**config.mk**
```make
export PLATFORM = sky130hd
export DESIGN_NAME = double_ended_queue_flat
export DESIGN_NICKNAME = d
export VERILOG_FILES = /design/src/sv/deq_pkg.sv /design/src/sv/deq_req_if.sv /design/src/sv/deq_rsp_if.sv /design/src/sv/deq_ram.sv /design/src/sv/double_ended_queue.sv /design/src/flat_wrapper.sv
export SDC_FILE = /design/constraint.sdc
export NUM_CORES = 1
export LEC_CHECK = 0
export ABC_AREA = 1
export BUFFER_PORTS_ARGS = -buffer_cell sky130_fd_sc_hd__buf_2
export CORE_UTILIZATION = 60
export DETAILED_ROUTE_END_ITERATION = 12
export PLACE_DENSITY = 0.77
export SYNTH_ARGS = -nofsm -noshare
export SYNTH_HDL_FRONTEND = slang
export SYNTH_SLANG_ARGS = --single-unit
```
**constraint.sdc**
```tcl
create_clock -name clk -period 6.95 [get_ports clk]
set_input_delay 1.39 -clock clk [delete_from_list [all_inputs] [get_ports clk]]
set_output_delay 1.39 -clock clk [all_outputs]
set_load 0.02 [all_outputs]
```
**src/sv/deq_pkg.sv**
```systemverilog
`timescale 1ns / 1ps
// ----------------------------------------------------------------------------
// deq_pkg
// Shared types and constants of the bounded double-ended queue.
// ----------------------------------------------------------------------------
`default_nettype none

package deq_pkg;

	localparam int DEPTH_DEF = 16;
	localparam int DATA_W    = 32;
	localparam int FUNC_W    = 2;
	localparam int STATUS_W  = 2;
	localparam int OCC_W     = 5;

	localparam logic signed [DATA_W-1:0] EMPTY_VALUE = -32'sd1;
	localparam logic signed [DATA_W-1:0] PUSH_VALUE  = '0;

	typedef enum logic [FUNC_W-1:0] {
		FN_PUSH_FRONT = 2'd0,
		FN_PUSH_REAR  = 2'd1,
		FN_POP_FRONT  = 2'd2,
		FN_POP_REAR   = 2'd3
	} func_t;

	localparam logic [STATUS_W-1:0] ST_DONE  = 2'd0;
	localparam logic [STATUS_W-1:0] ST_EMPTY = 2'd1;
	localparam logic [STATUS_W-1:0] ST_FULL  = 2'd2;

	typedef enum logic [1:0] {
		S_IDLE = 2'b01,
		S_READ = 2'b10
	} state_t;

endpackage

`default_nettype wire

```
**src/sv/deq_req_if.sv**
```systemverilog
`timescale 1ns / 1ps
// ----------------------------------------------------------------------------
// deq_req_if
// Request channel: one queue operation per transaction.
// ----------------------------------------------------------------------------
`default_nettype none

interface deq_req_if;
	logic                                  valid;
	logic                                  ready;
	logic [deq_pkg::FUNC_W-1:0]            func;
	logic signed [deq_pkg::DATA_W-1:0]     push_value;

	modport source (output valid, output func, output push_value, input ready);
	modport sink   (input valid, input func, input push_value, output ready);
endinterface

`default_nettype wire

```
**src/sv/deq_rsp_if.sv**
```systemverilog
`timescale 1ns / 1ps
// ----------------------------------------------------------------------------
// deq_rsp_if
// Response channel: one result per request transaction.
// ----------------------------------------------------------------------------
`default_nettype none

interface deq_rsp_if;
	logic                                  valid;
	logic                                  ready;
	logic signed [deq_pkg::DATA_W-1:0]     pop_value;
	logic [deq_pkg::STATUS_W-1:0]          status;
	logic [deq_pkg::OCC_W-1:0]             occupancy;

	modport source (output valid, output pop_value, output status, output occupancy,
		input ready);
	modport sink   (input valid, input pop_value, input status, input occupancy,
		output ready);
endinterface

`default_nettype wire

```
**src/sv/deq_ram.sv**
```systemverilog
`timescale 1ns / 1ps
// ----------------------------------------------------------------------------
// deq_ram
// Generic simple dual-port RAM, one write and one registered read port.
// ----------------------------------------------------------------------------
`default_nettype none

module deq_ram #(
	parameter int WIDTH = deq_pkg::DATA_W,
	parameter int DEPTH = deq_pkg::DEPTH_DEF,
	localparam int AW   = (DEPTH > 1) ? $clog2(DEPTH) : 1
) (
	input  wire logic             clk,
	input  wire logic             we,
	input  wire logic [AW-1:0]    waddr,
	input  wire logic [WIDTH-1:0] wdata,
	input  wire logic             re,
	input  wire logic [AW-1:0]    raddr,
	output logic      [WIDTH-1:0] rdata
);

	logic [WIDTH-1:0] mem [DEPTH];

	always_ff @(posedge clk) begin
		if (we) begin
			mem[waddr] <= wdata;
		end
		if (re) begin
			rdata <= mem[raddr];
		end
	end

endmodule

`default_nettype wire

```
**src/sv/double_ended_queue.sv**
```systemverilog
`timescale 1ns / 1ps
// ----------------------------------------------------------------------------
// double_ended_queue
// Bounded deque of signed 32-bit values held in a ring in one RAM.
//
// req carries one operation per transaction (push front, push rear,
// pop front, pop rear) with the value to push. rsp returns exactly one
// transaction per request, in order: the popped value, a status (done,
// pop on empty, push on full dropped) and the occupancy after the
// operation, taken modulo 32.
// Pushes and pops on an empty deque answer in the cycle after acceptance
// and a new request may be taken every cycle while rsp takes each result.
// A pop that finds an entry reads the RAM and answers from the RAM's read
// register through the output register; no request is taken during that
// read, so a pop is through before the next request is taken.
// The result sits in an output register; outside a RAM read a request is
// accepted while it is empty or being taken. When rsp stalls, req stalls too.
// Reset empties the deque at once (head and count cleared); the RAM
// contents are not cleared and are only read after being written.
// ----------------------------------------------------------------------------
`default_nettype none

module double_ended_queue #(
	parameter int DEPTH = deq_pkg::DEPTH_DEF
) (
	input  wire logic  clk,
	input  wire logic  arst_n,
	deq_req_if.sink    req,
	deq_rsp_if.source  rsp
);

	localparam int AW = $clog2(DEPTH);
	localparam int CW = $clog2(DEPTH + 1);
	localparam int SW = CW + 1;
	localparam logic [AW-1:0] LAST_SLOT = AW'(DEPTH - 1);
	localparam logic [CW-1:0] FULL_CNT  = CW'(DEPTH);
	localparam logic [SW-1:0] DEPTH_S   = SW'(DEPTH);

	deq_pkg::state_t state_q;
	logic [AW-1:0] head_q;
	logic [CW-1:0] count_q;

	logic                              out_valid_q;
	logic signed [deq_pkg::DATA_W-1:0] pop_value_q;
	logic [deq_pkg::STATUS_W-1:0]      status_q;

	logic accept;
	logic is_full;
	logic is_empty;
	logic [deq_pkg::DATA_W-1:0] rdata;

	logic          we;
	logic [AW-1:0] waddr;
	logic          re;
	logic [AW-1:0] raddr;

	logic [AW-1:0] head_prev;
	logic [AW-1:0] head_next;
	logic [SW-1:0] rear_sum;
	logic [SW-1:0] last_sum;
	logic [AW-1:0] tail_slot;
	logic [AW-1:0] rear_slot;

	logic [AW-1:0]            head_d;
	logic [CW-1:0]            count_d;
	logic [CW+deq_pkg::OCC_W-1:0] occ_ext;

	assign req.ready = (state_q == deq_pkg::S_IDLE) && (!out_valid_q || rsp.ready);
	assign accept    = req.valid && req.ready;
	assign is_full   = (count_q == FULL_CNT);
	assign is_empty  = (count_q == '0);

	// ring slot arithmetic
	assign head_prev = (head_q == '0) ? LAST_SLOT : head_q - AW'(1);
	assign head_next = (head_q == LAST_SLOT) ? '0 : head_q + AW'(1);
	assign rear_sum  = SW'(head_q) + SW'(count_q);
	assign tail_slot = (rear_sum >= DEPTH_S) ? AW'(rear_sum - DEPTH_S) : AW'(rear_sum);
	assign last_sum  = rear_sum - SW'(1);
	assign rear_slot = (last_sum >= DEPTH_S) ? AW'(last_sum - DEPTH_S) : AW'(last_sum);

	always_comb begin
		we      = 1'b0;
		waddr   = tail_slot;
		re      = 1'b0;
		raddr   = head_q;
		head_d  = head_q;
		count_d = count_q;
		if (accept) begin
			case (deq_pkg::func_t'(req.func))
				deq_pkg::FN_PUSH_FRONT: begin
					if (!is_full) begin
						we      = 1'b1;
						waddr   = head_prev;
						head_d  = head_prev;
						count_d = count_q + CW'(1);
					end
				end
				deq_pkg::FN_PUSH_REAR: begin
					if (!is_full) begin
						we      = 1'b1;
						waddr   = tail_slot;
						count_d = count_q + CW'(1);
					end
				end
				deq_pkg::FN_POP_FRONT: begin
					if (!is_empty) begin
						re      = 1'b1;
						raddr   = head_q;
						head_d  = head_next;
						count_d = count_q - CW'(1);
					end
				end
				deq_pkg::FN_POP_REAR: begin
					if (!is_empty) begin
						re      = 1'b1;
						raddr   = rear_slot;
						count_d = count_q - CW'(1);
					end
				end
				default: begin
					we = 1'b0;
				end
			endcase
		end
	end

	deq_ram #(
		.WIDTH (deq_pkg::DATA_W),
		.DEPTH (DEPTH)
	) u_ram (
		.clk   (clk),
		.we    (we),
		.waddr (waddr),
		.wdata (req.push_value),
		.re    (re),
		.raddr (raddr),
		.rdata (rdata)
	);

	always_ff @(posedge clk or negedge arst_n) begin
		if (!arst_n) begin
			state_q     <= deq_pkg::S_IDLE;
			head_q      <= '0;
			count_q     <= '0;
			out_valid_q <= 1'b0;
		end else begin
			head_q  <= head_d;
			count_q <= count_d;
			case (state_q)
				deq_pkg::S_IDLE: begin
					if (accept) begin
						if (re) begin
							state_q     <= deq_pkg::S_READ;
							out_valid_q <= 1'b0;
						end else begin
							out_valid_q <= 1'b1;
						end
					end else if (rsp.ready) begin
						out_valid_q <= 1'b0;
					end
				end
				deq_pkg::S_READ: begin
					state_q     <= deq_pkg::S_IDLE;
					out_valid_q <= 1'b1;
				end
				default: begin
					state_q     <= deq_pkg::S_IDLE;
					out_valid_q <= 1'b0;
				end
			endcase
		end
	end

	// result payload
	always_ff @(posedge clk) begin
		if (state_q == deq_pkg::S_READ) begin
			pop_value_q <= rdata;
			status_q    <= deq_pkg::ST_DONE;
		end else if (accept && !re) begin
			if (req.func[1]) begin
				pop_value_q <= deq_pkg::EMPTY_VALUE;
				status_q    <= deq_pkg::ST_EMPTY;
			end else begin
				pop_value_q <= deq_pkg::PUSH_VALUE;
				status_q    <= is_full ? deq_pkg::ST_FULL : deq_pkg::ST_DONE;
			end
		end
	end

	assign occ_ext       = {{deq_pkg::OCC_W{1'b0}}, count_q};
	assign rsp.valid     = out_valid_q;
	assign rsp.pop_value = pop_value_q;
	assign rsp.status    = status_q;
	assign rsp.occupancy = occ_ext[deq_pkg::OCC_W-1:0];

	a_count_bound: assert property (@(posedge clk) disable iff (!arst_n)
		count_q <= FULL_CNT)
		else $error("entry count above depth");

	a_no_accept_in_read: assert property (@(posedge clk) disable iff (!arst_n)
		(state_q == deq_pkg::S_READ) |-> !req.ready)
		else $error("request taken during ram read");

	a_pop_reads: assert property (@(posedge clk) disable iff (!arst_n)
		(accept && req.func[1] && !is_empty) |=> (state_q == deq_pkg::S_READ))
		else $error("pop with entries did not read ram");

	a_full_status: assert property (@(posedge clk) disable iff (!arst_n)
		(rsp.valid && rsp.status == deq_pkg::ST_FULL) |-> is_full)
		else $error("full status while not full");

	a_single_access: assert property (@(posedge clk) disable iff (!arst_n)
		!(we && re))
		else $error("ram written and read in one cycle");

endmodule

`default_nettype wire

```
**src/flat_wrapper.sv**
```systemverilog
// flat-port wrapper written by rule: the top's interface ports become plain ports
module double_ended_queue_flat 
#(
	parameter int DEPTH = deq_pkg::DEPTH_DEF
)
  (clk, arst_n, req_valid, req_func, req_push_value, req_ready, rsp_valid, rsp_pop_value, rsp_status, rsp_occupancy, rsp_ready);
  deq_req_if req_i ();
  deq_rsp_if rsp_i ();
  input  wire logic clk;
  input  wire logic arst_n;
  input wire logic [$bits(req_i.valid)-1:0] req_valid;
  input wire logic [$bits(req_i.func)-1:0] req_func;
  input wire logic [$bits(req_i.push_value)-1:0] req_push_value;
  output wire logic [$bits(req_i.ready)-1:0] req_ready;
  output wire logic [$bits(rsp_i.valid)-1:0] rsp_valid;
  output wire logic [$bits(rsp_i.pop_value)-1:0] rsp_pop_value;
  output wire logic [$bits(rsp_i.status)-1:0] rsp_status;
  output wire logic [$bits(rsp_i.occupancy)-1:0] rsp_occupancy;
  input wire logic [$bits(rsp_i.ready)-1:0] rsp_ready;
  assign req_i.valid = req_valid;
  assign req_i.func = req_func;
  assign req_i.push_value = req_push_value;
  assign req_ready = req_i.ready;
  assign rsp_valid = rsp_i.valid;
  assign rsp_pop_value = rsp_i.pop_value;
  assign rsp_status = rsp_i.status;
  assign rsp_occupancy = rsp_i.occupancy;
  assign rsp_i.ready = rsp_ready;
  double_ended_queue #(.DEPTH(DEPTH)) u_core (.clk(clk), .arst_n(arst_n), .req(req_i), .rsp(rsp_i));
endmodule
```
==> run_results.csv <==
group,metric,value,unit
sta,drv_slew,0,
critical_path,r2r_slack,2650,ps
placement,dp_hpwl,31900,um
clocking,cts_hold_buf,0,
final_layout,fin_util,67.3,%
clocking,numClockSinks,590,
sta,slew_headroom,4.51,%
sta,setup_viol,0,
pwr,p_int,7.29,mW
floorplanning,dieArea,43800,um^2
synth,synthesis.nets,2424,
clocking,cts-resized-gates,0,
route,dr.pass1.iters,5,
critical_path,critPathCapture,"u_core.u_ram.rdata[1]$_DFFE_PP_",
critical_path,cp.depth,13,
pwr,power_frac_comb,37.7,%
clocking,clkLatencyLatePin,620,ps
route,routed_wl,60900,um
placement,io_buffers,78,
route,vias_per_cell,5.83,
sta,fmax,0.224,GHz
grt,grt_antenna_before_repair,2,
sta,hold_ws,505,ps
floorplanning,num_io_pins,79,
floorplanning,placementRows,75,
final_layout,multi_input_area,6030,um^2
critical_path,path_buf_inv,3,
floorplanning,die_w,209,um
pwr,p_sw_share,39.6,%
min_path,hp-class,"flop to flop",
synth,avgSynthCellArea,10.9,um^2
placement,place_congestion,0.846,
synth,syn_area,25800,um^2
grt,grt_busiest_layer,"met2",
final_layout,antenna_cells,0,
critical_path,required,7330,ps
synth,ys_types,36,
floorplanning,design.core.area,42100,um^2
floorplanning,initial_core_util,61.2,%
critical_path,timing_worst_setup_path_type,"input port to flop",
final_layout,seq_area,17600,um^2
synth,synthCells,2373,
final_layout,fin_nets,2457,
pwr,p_total,12.1,mW
synth,ys_seq_area_share,68.4,%
critical_path,crit_top_cell,"nand3_1",
sta,finClkSkew,20.8,ps
clocking,clockRootBuffer,"clkbuf_16",
synth,synth-seq-cells,590,
final_layout,fillers,2907,
sta,rsz0062_at_grt,"no",
synth,synth.largest_area_cell,"edfxtp_1",
critical_path,critPathMaxStageDelay,1030,ps
clocking,clock_path_buffers,3,
critical_path,endpoint_kind,"flop",
pwr,worst_ir_drop_vdd,461,uV
route,ant_nets,0,
pwr,pwr-share-clk,24.3,%
sta,tightestPinTransition,1430,ps
final_layout,final_layout_size_suffix_gt1_share,8.68,%
clocking,clk_pin_slew_worst_paths,60,ps
outcome,outcome,"complete, no violations",
sta,fin_crit,4470,ps
critical_path,rr_endpoint,"u_core.u_ram.rdata[1]$_DFFE_PP_",
clocking,cts-htree-levels,2,
grt,use_met3,5.55,%
pwr,power.density,426,nW/um^2
grt,grtUsageTotal,28.4,%
synth,yosys-top-cells-area,"edfxtp_1 67%, nand3_1 10%, nand2_1 7.1%",
sta,tns,0,ps
pwr,p_sw,4.78,mW
critical_path,critPathLaunch,"rsp_ready",
pwr,leakage,11.7,nW
job,maxCapViolCount,0,
grt,use_met2,46.6,%
grt,grt_overflow,0,
critical_path,path_max_fanout,147,
route,vias,17400,
sta,period_share,64.3,%
min_path,holdPathStages,2,
critical_path,worstPathArrival,4840,ps
grt,use_met1,36.5,%
route,wire_per_inst,20.3,um
route,drc,0,
synth,yosysWarnings,0,
floorplanning,die_h,209,um
critical_path,r2r_start,"u_core.state_q[0]$_DFFE_PN1P_",
route,drtIter0Drc,2242,
critical_path,cp-start-kind,"input port",
grt,grt_max_degree,148,
placement,placed_cell_area,26600,um^2
critical_path,critical_path.top_delay_family,"simple AND/OR/NAND/NOR gates",
clocking,cts_inserted_buffers,58,
final_layout,design_area,28400,um^2
clocking,cts_setup_buffers,0,
synth,synth_edf_count,576,
critical_path,r2r_cells,11,
synth,synth-main-ff-cell,"edfxtp_1",
synth,synth_top_area_share,67.1,%
synth,synthArstFlopShare,2.03,%
pwr,seqPwrFrac,38.0,%
clocking,cts_tree,"yes",
critical_path,crit_chain,"buf_2 -> inv_2 -> nand2_2 -> nand3_2 -> nor2_4 -> nand3_4 -> nand2_8 -> buf_4 -> nand2_1 -> nand3_1 -> nand3_1 -> nand3_1 -> nand2_1",
critical_path,critPathSlowestCell,"nand2_8",
sta,hold_violations,0,
grt,grt_pass1_vias,17200,
final_layout,area_delta_synth_final,9.97,%
grt,grt_pass1_wl,94100,um
## state kept, by name, indices dropped and copies added, names as in the netlist
name                  cells
u_core.rsp.status         2
u_core.state_q            2
u_core.u_ram.rdata       32
u_core.rsp.pop_value     32
u_core.rsp.valid          1
u_core.head_q             4
u_core.rsp.occupancy      5
u_core.u_ram.mem        512
## tightest hold or removal path, delay by kind of cell (launching register included)
family / cells / cell delay (ps)
flops: 1 / 330
compound gates: 1 / 70
simple gates: 1 / 60
## worst min path at each step
stage	from	to
2_1_floorplan	u_core.state_q[0]$_DFFE_PN1P_	u_core.state_q[0]$_DFFE_PN1P_
3_3_place_gp	u_core.rsp.status[1]$_SDFFE_PP0P_	u_core.rsp.status[1]$_SDFFE_PP0P_
3_5_place_dp	u_core.rsp.status[1]$_SDFFE_PP0P_	u_core.rsp.status[1]$_SDFFE_PP0P_
4_1_cts	u_core.rsp.status[1]$_SDFFE_PP0P_	u_core.rsp.status[1]$_SDFFE_PP0P_
5_1_grt	u_core.rsp.status[1]$_SDFFE_PP0P_	u_core.rsp.status[1]$_SDFFE_PP0P_
6_report	u_core.rsp.status[1]$_SDFFE_PP0P_	u_core.rsp.status[1]$_SDFFE_PP0P_
## placed cells by master, fill, tap and decap left out, types with 3 or more instances in the layout
cell type,n
a21oi_1,7
buf_2,78
buf_4,18
clkbuf_1,13
clkbuf_16,59
clkinv_1,17
clkinv_2,14
dfrtp_1,11
edfxtp_1,576
ha_1,11
inv_1,448
nand2_1,485
nand2_2,3
nand2_4,5
nand3_1,527
nand3b_1,96
nor2_1,9
nor2_4,18
o21ai_0,16
o21ai_1,4
xnor2_1,4
xor2_1,5
## cell families (layout without fill, tap and decap cells)
| kind of cell | Yosys count | in the layout | share of synthesized area, % |
|---|---|---|---|
| simple gates | 1152 | 1152 | 21.0 |
| flops | 590 | 590 | 68.4 |
| buf+inv | 576 | 656 | 8.90 |
| compound gates | 33 | 33 | 0.694 |
| fa+ha+maj | 13 | 13 | 0.689 |
| xor+xnor | 9 | 9 | 0.306 |
## routing by layer
metal	part of all wire, %	routed length [um]
met1	38	23300
met2	47	28900
met3	10	6110
met4	4.2	2580
met5	0.020	12
## cell usage after synthesis (2+ instances only)
cell type and instances:
fa_1 2, xnor2_1 4, buf_4 11, edfxtp_1 576, ha_1 11, buf_2 66
nand3_1 527, nand3_2 3, o21ai_1 5, nor2_1 26, nand2_1 486, nand3b_1 96
clkbuf_1 42, a21oi_1 7, nand2_2 5, inv_1 448, dfxtp_1 2, xor2_1 5
inv_2 3, o21ai_0 16, buf_1 5, nand2_4 3, dfrtp_1 11
## power by group through the flow
stage | logic [mW] | registers, mW | clock network [mW]
6_report | 4.55 | 4.58 | 2.93
5_1_grt | 4.97 | 4.61 | 3.08
3_3_place_gp | 4.33 | 4.64 | 0
3_5_place_dp | 4.46 | 4.65 | 0
4_1_cts | 4.50 | 4.58 | 2.94
2_1_floorplan | 3.04 | 4.66 | 0
## through the flow
stage	cells	setup WS, ps
2_1_floorplan	2373	2420
3_3_place_gp	2885	2060
3_5_place_dp	2885	1970
4_1_cts	2992	2570
5_1_grt	2992	2330
6_report	2992	2480
## cell type report
type                            instances  area share (%)
Tap cell                              539            2.38
Multi-Input combinational cell       1207            21.3
Timing Repair Buffer                   98            1.99
Sequential cell                       590            62.2
Clock inverter                         35           0.794
Clock buffer                           72            5.38
Inverter                              451            5.97
No activity file was read; power rests on OpenSTA's default activity.
